`src/rtl/sgdm_pkg.sv`:
```
// ----------------------------------------------------------------------------
// sgdm_pkg
// Shared widths, register codes, control structs and fixed-point helpers for
// the SGD momentum update block.
// ----------------------------------------------------------------------------
package sgdm_pkg;

  localparam int unsigned IDX_W             = 12;
  localparam int unsigned DATA_W            = 32;
  localparam int unsigned RATE_W            = 16;
  localparam int unsigned FRAC_W            = 16;
  localparam int unsigned CFG_IDX_W         = 2;
  localparam int unsigned SGDM_MAX_ELEMENTS = 4096;

  typedef enum logic [CFG_IDX_W-1:0] {
    REG_LEARNING_RATE = 2'd0,
    REG_MOMENTUM      = 2'd1,
    REG_DECAY         = 2'd2
  } cfg_reg_t;

  typedef struct packed {
    logic [RATE_W-1:0] learning_rate;
    logic [RATE_W-1:0] momentum_factor;
    logic [RATE_W-1:0] decay_factor;
  } rates_t;

  typedef struct packed {
    logic              en;
    logic [IDX_W-1:0]  idx;
  } vel_rd_t;

  typedef struct packed {
    logic              en;
    logic [IDX_W-1:0]  idx;
    logic [DATA_W-1:0] data;
  } vel_wr_t;

  // Unsigned Q0.16 rate times signed Q16.16 value, floored back to Q16.16.
  function automatic logic signed [DATA_W:0] rate_mul(
    input logic        [RATE_W-1:0] rate,
    input logic signed [DATA_W-1:0] val
  );
    logic signed [DATA_W+RATE_W:0] prod;
    prod = $signed({1'b0, rate}) * val;
    return prod[DATA_W+RATE_W:FRAC_W];
  endfunction

  // Clamp a 34-bit signed sum to the signed 32-bit range.
  function automatic logic signed [DATA_W-1:0] sat32(input logic signed [DATA_W+1:0] x);
    logic signed [DATA_W-1:0] r;
    if ((x[DATA_W+1] == x[DATA_W]) && (x[DATA_W] == x[DATA_W-1])) begin
      r = x[DATA_W-1:0];
    end else if (x[DATA_W+1]) begin
      r = {1'b1, {(DATA_W-1){1'b0}}};
    end else begin
      r = {1'b0, {(DATA_W-1){1'b1}}};
    end
    return r;
  endfunction

endpackage

```
`src/rtl/sgdm_stream_if.sv`:
```
// ----------------------------------------------------------------------------
// sgdm_stream_if
// Valid/ready channels for parameter elements in and updated elements out.
// ----------------------------------------------------------------------------
interface sgdm_in_if;
  logic                                     valid;
  logic                                     ready;
  logic        [sgdm_pkg::IDX_W-1:0]        element_index;
  logic signed [sgdm_pkg::DATA_W-1:0]       param_value;
  logic signed [sgdm_pkg::DATA_W-1:0]       grad_value;
  logic                                     has_grad;

  modport source (output valid, element_index, param_value, grad_value, has_grad,
                  input ready);
  modport sink   (input valid, element_index, param_value, grad_value, has_grad,
                  output ready);
endinterface

interface sgdm_out_if;
  logic                                     valid;
  logic                                     ready;
  logic signed [sgdm_pkg::DATA_W-1:0]       new_param;
  logic signed [sgdm_pkg::DATA_W-1:0]       decayed_grad;

  modport source (output valid, new_param, decayed_grad, input ready);
  modport sink   (input valid, new_param, decayed_grad, output ready);
endinterface

```
`src/rtl/sgdm_pipe.sv`:
```
// ----------------------------------------------------------------------------
// sgdm_pipe
// Five-stage update pipeline: decay product, decayed gradient, learning-rate
// product with velocity read, momentum step with write-back, parameter sum.
// ----------------------------------------------------------------------------
module sgdm_pipe #(
  parameter int unsigned MAX_ELEMENTS = sgdm_pkg::SGDM_MAX_ELEMENTS
) (
  input  logic                        clk,
  input  logic                        rst,
  input  sgdm_pkg::rates_t            rates,
  input  logic                        busy,
  sgdm_in_if.sink                     in_stream,
  sgdm_out_if.source                  out_stream,
  output sgdm_pkg::vel_rd_t           rd,
  input  logic [sgdm_pkg::DATA_W-1:0] rd_data,
  output sgdm_pkg::vel_wr_t           wr
);
  import sgdm_pkg::*;

  logic a_v, b_v, c_v, d_v, o_v;
  logic a_rdy, b_rdy, c_rdy, d_rdy, o_rdy;
  logic in_take;

  logic        [IDX_W-1:0]  a_idx, b_idx, c_idx, d_idx;
  logic signed [DATA_W-1:0] a_p, b_p, c_p, d_p;
  logic signed [DATA_W-1:0] a_g;
  logic signed [DATA_W-1:0] b_dg, c_dg, d_dg;
  logic                     a_act, b_act, c_act, d_act;
  logic                     a_instore, b_instore, c_instore;
  logic signed [DATA_W:0]   a_dprod;
  logic signed [DATA_W:0]   c_lrp;
  logic signed [DATA_W-1:0] c_fwd;
  logic                     c_fwd_vld;
  logic signed [DATA_W-1:0] c_vold;
  logic signed [DATA_W-1:0] c_vel;
  logic signed [DATA_W:0]   c_momp;
  logic                     d_hit;
  logic signed [DATA_W-1:0] d_vel;
  logic                     d_wr;
  logic signed [DATA_W-1:0] o_new, o_dg;

  always_comb begin
    o_rdy = !o_v || out_stream.ready;
    d_rdy = !d_v || o_rdy;
    c_rdy = !c_v || d_rdy;
    b_rdy = !b_v || c_rdy;
    a_rdy = !a_v || b_rdy;
    in_stream.ready = a_rdy && !busy;
    in_take = in_stream.valid && in_stream.ready;
  end

  // Stage A: register the beat and the decay product.
  always_ff @(posedge clk) begin
    if (rst) begin
      a_v <= 1'b0;
    end else if (a_rdy) begin
      a_v <= in_take;
    end
  end

  always_ff @(posedge clk) begin
    if (a_rdy) begin
      a_idx     <= in_stream.element_index;
      a_p       <= in_stream.param_value;
      a_g       <= in_stream.grad_value;
      a_act     <= in_stream.has_grad;
      a_instore <= (32'(in_stream.element_index) < MAX_ELEMENTS);
      a_dprod   <= rate_mul(rates.decay_factor, in_stream.param_value);
    end
  end

  // Stage B: decayed gradient.
  always_ff @(posedge clk) begin
    if (rst) begin
      b_v <= 1'b0;
    end else if (b_rdy) begin
      b_v <= a_v;
    end
  end

  always_ff @(posedge clk) begin
    if (b_rdy) begin
      b_dg      <= sat32({{2{a_g[DATA_W-1]}}, a_g} + {a_dprod[DATA_W], a_dprod});
      b_p       <= a_p;
      b_idx     <= a_idx;
      b_act     <= a_act;
      b_instore <= a_instore;
    end
  end

  // Stage C: learning-rate product; velocity arrives from the store.
  always_comb begin
    rd.en  = c_rdy && b_v;
    rd.idx = b_idx;
  end

  always_ff @(posedge clk) begin
    if (rst) begin
      c_v       <= 1'b0;
      c_fwd_vld <= 1'b0;
    end else if (c_rdy) begin
      c_v       <= b_v;
      c_fwd_vld <= 1'b0;
    end else begin
      c_fwd_vld <= 1'b1;
    end
  end

  always_ff @(posedge clk) begin
    if (c_rdy) begin
      c_lrp     <= rate_mul(rates.learning_rate, b_dg);
      c_dg      <= b_dg;
      c_p       <= b_p;
      c_idx     <= b_idx;
      c_act     <= b_act;
      c_instore <= b_instore;
    end else begin
      c_fwd     <= c_vold;
    end
  end

  // Forward the velocity of the item ahead when it hits the same entry.
  always_comb begin
    d_hit = d_v && d_wr && (d_idx == c_idx);
    if (!c_instore) begin
      c_vold = '0;
    end else if (d_hit) begin
      c_vold = d_vel;
    end else if (c_fwd_vld) begin
      c_vold = c_fwd;
    end else begin
      c_vold = rd_data;
    end
    c_momp = rate_mul(rates.momentum_factor, c_vold);
    c_vel  = sat32({c_momp[DATA_W], c_momp} - {c_lrp[DATA_W], c_lrp});
    wr.en   = c_v && d_rdy && c_act && c_instore;
    wr.idx  = c_idx;
    wr.data = c_vel;
  end

  // Stage D: new velocity, written back on entry.
  always_ff @(posedge clk) begin
    if (rst) begin
      d_v  <= 1'b0;
      d_wr <= 1'b0;
    end else if (d_rdy) begin
      d_v  <= c_v;
      d_wr <= c_act && c_instore;
    end
  end

  always_ff @(posedge clk) begin
    if (d_rdy) begin
      d_vel <= c_vel;
      d_idx <= c_idx;
      d_p   <= c_p;
      d_dg  <= c_dg;
      d_act <= c_act;
    end
  end

  // Output register: parameter plus velocity for elements with a gradient, else the parameter.
  always_ff @(posedge clk) begin
    if (rst) begin
      o_v <= 1'b0;
    end else if (o_rdy) begin
      o_v <= d_v;
    end
  end

  always_ff @(posedge clk) begin
    if (o_rdy) begin
      o_new <= d_act ? sat32({{2{d_p[DATA_W-1]}}, d_p} + {{2{d_vel[DATA_W-1]}}, d_vel})
                     : d_p;
      o_dg  <= d_act ? d_dg : '0;
    end
  end

  always_comb begin
    out_stream.valid        = o_v;
    out_stream.new_param    = o_new;
    out_stream.decayed_grad = o_dg;
  end

endmodule

```
`src/flat_wrapper.sv`:
```
// flat-port wrapper written by rule: the top's interface ports become plain ports
module sgdm_pipe_flat import sgdm_pkg::*;
#(
  parameter int unsigned MAX_ELEMENTS = sgdm_pkg::SGDM_MAX_ELEMENTS
)
  (clk, rst, rates, busy, rd, rd_data, wr, in_stream_valid, in_stream_element_index, in_stream_param_value, in_stream_grad_value, in_stream_has_grad, in_stream_ready, out_stream_valid, out_stream_new_param, out_stream_decayed_grad, out_stream_ready);
  sgdm_in_if in_stream_i ();
  sgdm_out_if out_stream_i ();
  input  logic clk;
  input  logic rst;
  input  sgdm_pkg::rates_t rates;
  input  logic busy;
  output sgdm_pkg::vel_rd_t rd;
  input  logic [sgdm_pkg::DATA_W-1:0] rd_data;
  output sgdm_pkg::vel_wr_t wr;
  input wire logic [$bits(in_stream_i.valid)-1:0] in_stream_valid;
  input wire logic [$bits(in_stream_i.element_index)-1:0] in_stream_element_index;
  input wire logic [$bits(in_stream_i.param_value)-1:0] in_stream_param_value;
  input wire logic [$bits(in_stream_i.grad_value)-1:0] in_stream_grad_value;
  input wire logic [$bits(in_stream_i.has_grad)-1:0] in_stream_has_grad;
  output wire logic [$bits(in_stream_i.ready)-1:0] in_stream_ready;
  output wire logic [$bits(out_stream_i.valid)-1:0] out_stream_valid;
  output wire logic [$bits(out_stream_i.new_param)-1:0] out_stream_new_param;
  output wire logic [$bits(out_stream_i.decayed_grad)-1:0] out_stream_decayed_grad;
  input wire logic [$bits(out_stream_i.ready)-1:0] out_stream_ready;
  assign in_stream_i.valid = in_stream_valid;
  assign in_stream_i.element_index = in_stream_element_index;
  assign in_stream_i.param_value = in_stream_param_value;
  assign in_stream_i.grad_value = in_stream_grad_value;
  assign in_stream_i.has_grad = in_stream_has_grad;
  assign in_stream_ready = in_stream_i.ready;
  assign out_stream_valid = out_stream_i.valid;
  assign out_stream_new_param = out_stream_i.new_param;
  assign out_stream_decayed_grad = out_stream_i.decayed_grad;
  assign out_stream_i.ready = out_stream_ready;
  sgdm_pipe #(.MAX_ELEMENTS(MAX_ELEMENTS)) u_core (.clk(clk), .rst(rst), .rates(rates), .busy(busy), .in_stream(in_stream_i), .out_stream(out_stream_i), .rd(rd), .rd_data(rd_data), .wr(wr));
endmodule
```
`config.mk`:
```
export PLATFORM = sky130hd
export DESIGN_NAME = sgdm_pipe_flat
export DESIGN_NICKNAME = d
export VERILOG_FILES = /design/src/rtl/sgdm_pkg.sv /design/src/rtl/sgdm_stream_if.sv /design/src/rtl/sgdm_pipe.sv /design/src/flat_wrapper.sv
export SDC_FILE = /design/constraint.sdc
export NUM_CORES = 2
export LEC_CHECK = 0
export ABC_AREA = 0
export BUFFER_PORTS_ARGS = -buffer_cell sky130_fd_sc_hd__buf_4
export CAP_MARGIN = 20
export CORE_ASPECT_RATIO = 0.5
export CORE_MARGIN = 4
export CORE_UTILIZATION = 45
export CTS_CLUSTER_DIAMETER = 200
export CTS_CLUSTER_SIZE = 8
export DETAILED_ROUTE_END_ITERATION = 8
export HOLD_SLACK_MARGIN = 0.12
export PLACE_DENSITY_LB_ADDON = 0.3
export SETUP_SLACK_MARGIN = 0.3
export SLEW_MARGIN = 10
export SYNTH_ARGS = -nofsm -noshare
export SYNTH_HDL_FRONTEND = slang
export SYNTH_SLANG_ARGS = --single-unit
```
`constraint.sdc`:
```
create_clock -name clk -period 10.4 [get_ports clk]
set_clock_uncertainty 0.2 [all_clocks]
set_input_delay 1.04 -clock clk [delete_from_list [all_inputs] [get_ports clk]]
set_output_delay 1.04 -clock clk [all_outputs]
set_load 0.01 [all_outputs]
```
======== Word level (Yosys, flattened, before mapping) ========
Cells that the tools add are included.
operators by class
  add/sub/neg operators ................... 3
  $mul .................................... 3
  equality and inequality tests ........... 7
  multiplexer cells ....................... 10
  reductions and logical operators ........ 21
operators with widths
  kind               count
  $mux 32            9
  $mul 17x32->49     3
  $add 32x33->34     1
  $sub 33x33->34     1
  $add 32x32->33     1
  $eq 12x12->1       1
  $logic_and 1x1->1  10
  $eq 1x1->1         6
  $logic_not 1->1    6
  $logic_or 1x1->1   5
  $mux 1             1
storage, ports and cells
  register bits ........................... 509
  input port bits ......................... 162
  word-level logic and storage cells ...... 73

======== Longest topological paths before layout ========
  word-level depth ........................ 8
  gate-level depth with buffers ........... 44

======== Worst setup path before layout ========
Ideal clock, no wire load.
  kind .................................... register to output
  start ................................... register u_core.c_idx[3]
  end ..................................... output wr[16] (netlist bit)
  data arrival time ....................... 9958 ps
  data required time ...................... 9160 ps
  setup slack ............................. -798 ps
  cell stages (with the launch flop) ...... 42
  cells stage by stage .................... edfxtp_1 xnor2_1 nand4_1 or4_1 clkbuf_1 buf_1 a21oi_1 clkbuf_1 nand2_1 fa_1 inv_1 fa_1 inv_1 fa_1 inv_1 fa_1 fa_1 inv_1 [... 6 more ...] a211oi_2 o21ai_2 a21o_1 a311oi_2 o21ba_2 xnor2_1 ha_1 clkbuf_1 a21o_1 a21o_1 a21o_1 a21oi_1 nor2b_1 a211oi_1 xnor2_1 a21oi_2 buf_2 o31ai_1
RTL lines
  item                    RTL line            text
  from (decl)             sgdm_pipe.sv:25     logic [IDX_W-1:0] a_idx, b_idx, c_idx, d_idx;
  from (signal assigned)  sgdm_pipe.sv:115    c_idx <= b_idx;
  to (decl)               flat_wrapper.sv:15  output sgdm_pkg::vel_wr_t wr;

==> metrics.csv <==
metric;value;unit
WP buf/inv;14;
Final nets;10000;
total CTS buffers;73;
Yosys cell types;87;
CTS tree;yes;
CP max stage delay;0.54;ns
WS Path Type;reg -> out;
I/O pins;286;
Pre-antenna DRT Iters;7;
data arrival time of the critical path;10.71;ns
share of layout cells above drive strength 1;0.140;
placed insts;10000;
First DRT Iteration DRCs;3670;
Cell Area, Synth;0.0743;sq mm
most frequent cells in the layout;inv_1 (1719), fa_1 (1451), nand2_1 (1006);
clk buf depth;3;
final worst slack;-1.55;ns
final hold violation count;0;
drt wl/cell;19.9;microns
die outline width;582;microns
Synth Instances;7367;
critical path launch point type;flip-flop;
syn nets;9436;
via count;52300;
vias in the first global route;55400;
number of synthesized register bits;509;
Buffers on Ports;285;
Die H;295;microns
CTS root buf;clkbuf_16;
H-tree lvl count;3;
Hold WS;0.191;ns
largest net degree at the start of global routing;77;
Finished Layout Cells;10200;
Tmin final;11.95;ns
first-pass GRT wire length;319000;microns
Seq/Total Area, Yosys;0.205;
DRC;0;
hold path endpoint;u_core.d_dg[23];
Area growth syn-to-layout;15.2;%
hpwl dp;157000;microns
Clk pin slew, worst setup/hold paths;0.08;ns
starting density of the core;0.453;
RSZ-0062 raised after global routing;yes;
failing checks;negative setup slack;
HP Class;reg -> reg;
reg-to-reg endpoint;u_core.d_vel[21];
core area;0.164;sq mm
Tot GR Track Use;0.240;
hold_sp;u_core.c_dg[23];
routability cong.;0.925;
commonest non-fill, non-tap cell in the layout;inv_1;
Worst-Skew Late Latency;0.71;ns
die area;0.172;sq mm
status;finished with violations;
post-synthesis cell type with the largest combined area;fa_1;
Site Rows;105;
Worst Setup End Kind;output port;
CP required;9.16;ns
Synth async-reset ratio;0;
drt total wl;202000;microns
FF-to-FF Start;u_core.c_idx[3];
R2R cell count;47;
Max-Cap Viols;0;
GR Overflow Total;0;
Final Setup Violations;36;
worst hold stages;0;
register-to-register path setup slack;-0.06;ns
Syn Area/Cell;10.1;sq um
vias per cell;5.14;
top flop regs;u_core.a_dprod (33), u_core.c_lrp (33);
ANT nets after route;0;
Final period util;1.15;
Critical Path Fanout Max;7;
top cell type's share of synthesized area;0.395;
top cells by area, synth;fa_1 (39%), edfxtp_1 (20%), inv_1 (8.8%);
slowest CP cell;or4_4;
filler instances;14600;
Post-synth EDFFs;502;
Slew HR;0.254;
Slew Limit Fails;0;
Max Fclk;83.7;MHz
clock sinks;509;
Main synth FF type;edfxtp_1;
Worst-Margin Slew;1.12;ns
initial antenna violation count;9;
yosys warns;0;
cell family with most CP delay;adder cells;
[how the worst max path moves through the flow]
stage / cells past startpoint / from / slack [ns] / end
after detailed placement: 44 / u_core.c_idx[11] / -0.90 / wr[21]
final: 47 / u_core.c_idx[3] / -1.55 / wr[30]
after global placement: 47 / u_core.c_idx[11] / -0.79 / wr[7]
after floorplan: 41 / u_core.c_idx[2] / -0.13 / wr[11]
after CTS: 43 / u_core.c_idx[3] / -1.56 / wr[21]
after global routing: 45 / u_core.c_idx[3] / -1.95 / wr[30]
[stage by stage]
step                setup TNS (ns)   util  setup slack (ns)  cell area, sq um
floorplan                    -3.64      -            -0.132             75300
global placement            -22.46  0.502            -0.792             82400
detailed placement          -25.81  0.502            -0.902             82400
CTS                         -48.12  0.519             -1.56             85100
global route                -68.14  0.522             -1.95             85500
finish                      -47.16  0.522             -1.55             85500
[cell usage after synthesis, types with 10 or more instances]
cell type,n
a211o_1,10
a211oi_1,19
a21o_1,117
a21oi_1,202
a31oi_1,14
and2_1,647
and3_1,23
and4_1,14
buf_2,13
clkbuf_1,261
edfxtp_1,502
fa_1,1464
ha_1,443
inv_1,1732
mux2i_1,35
nand2_1,1014
nand2b_1,33
nand3_1,29
nand4_1,20
nor2_1,162
nor2b_1,24
nor3_1,23
o211ai_1,16
o21a_1,30
o21ai_0,110
o21ai_1,19
o21bai_1,18
o22ai_2,25
xnor2_1,139
xor2_1,55
[worst reg2reg max path, delay by kind of cell, from the launching register on]
kind | cells | cell delay (ns)
adder cells (fa/ha/maj) | 8 | 3.41
AO/OA/AOI/OAI | 18 | 3.15
buffers and inverters | 13 | 1.60
AND/OR/NAND/NOR | 6 | 1.15
flip-flops | 1 | 0.40
XOR/XNOR | 2 | 0.30
[cell type report]
class,count,area [sq um],area share
Multi-Input combinational cell,4839,52400,0.613
Sequential cell,509,15200,0.178
Timing Repair Buffer,793,6540,0.0764
Inverter,1732,6500,0.0760
Tap cell,2193,2740,0.0321
Clock buffer,86,1880,0.0219
Clock inverter,8,205,0.00240
Antenna cell,4,10.0,0.000117
[logic make-up after synthesis]
logic type | Yosys count | synth area share
adders and majority gates | 1907 | 0.469
muxes | 36 | 0.00502
DFF | 509 | 0.205
and+or+nand+nor | 2022 | 0.131
xor gates and xnor gates | 196 | 0.0233
AOI/OAI and AO/OA | 678 | 0.0633
buffers and inverters | 2019 | 0.103
[repair_timing]
| item | CTS | global route |
|---|---|---|
| setup endpoints to repair | 63 | 64 |
| resized for setup | 77 | 51 |
| setup buffers | 24 | 24 |
| pin swaps | 23 | 64 |
| hold buffers | 0 | 0 |
| gates cloned | 3 | 2 |
[per-layer routing]
metal  share of wire  vias to the layer above  GRT usage  wire length [microns]
met3           0.072                      370     0.0404                  14500
li1                -                    23400          -                      -
met5        0.000064                        -          0                     13
met1            0.43                    26800      0.332                  86500
met2            0.46                     1655      0.389                  93700
met4           0.035                        2     0.0762                   7120
Power is left out: the tool's default activity adds up to more than one toggle a clock period on the data nets, which glitch-free logic cannot reach.
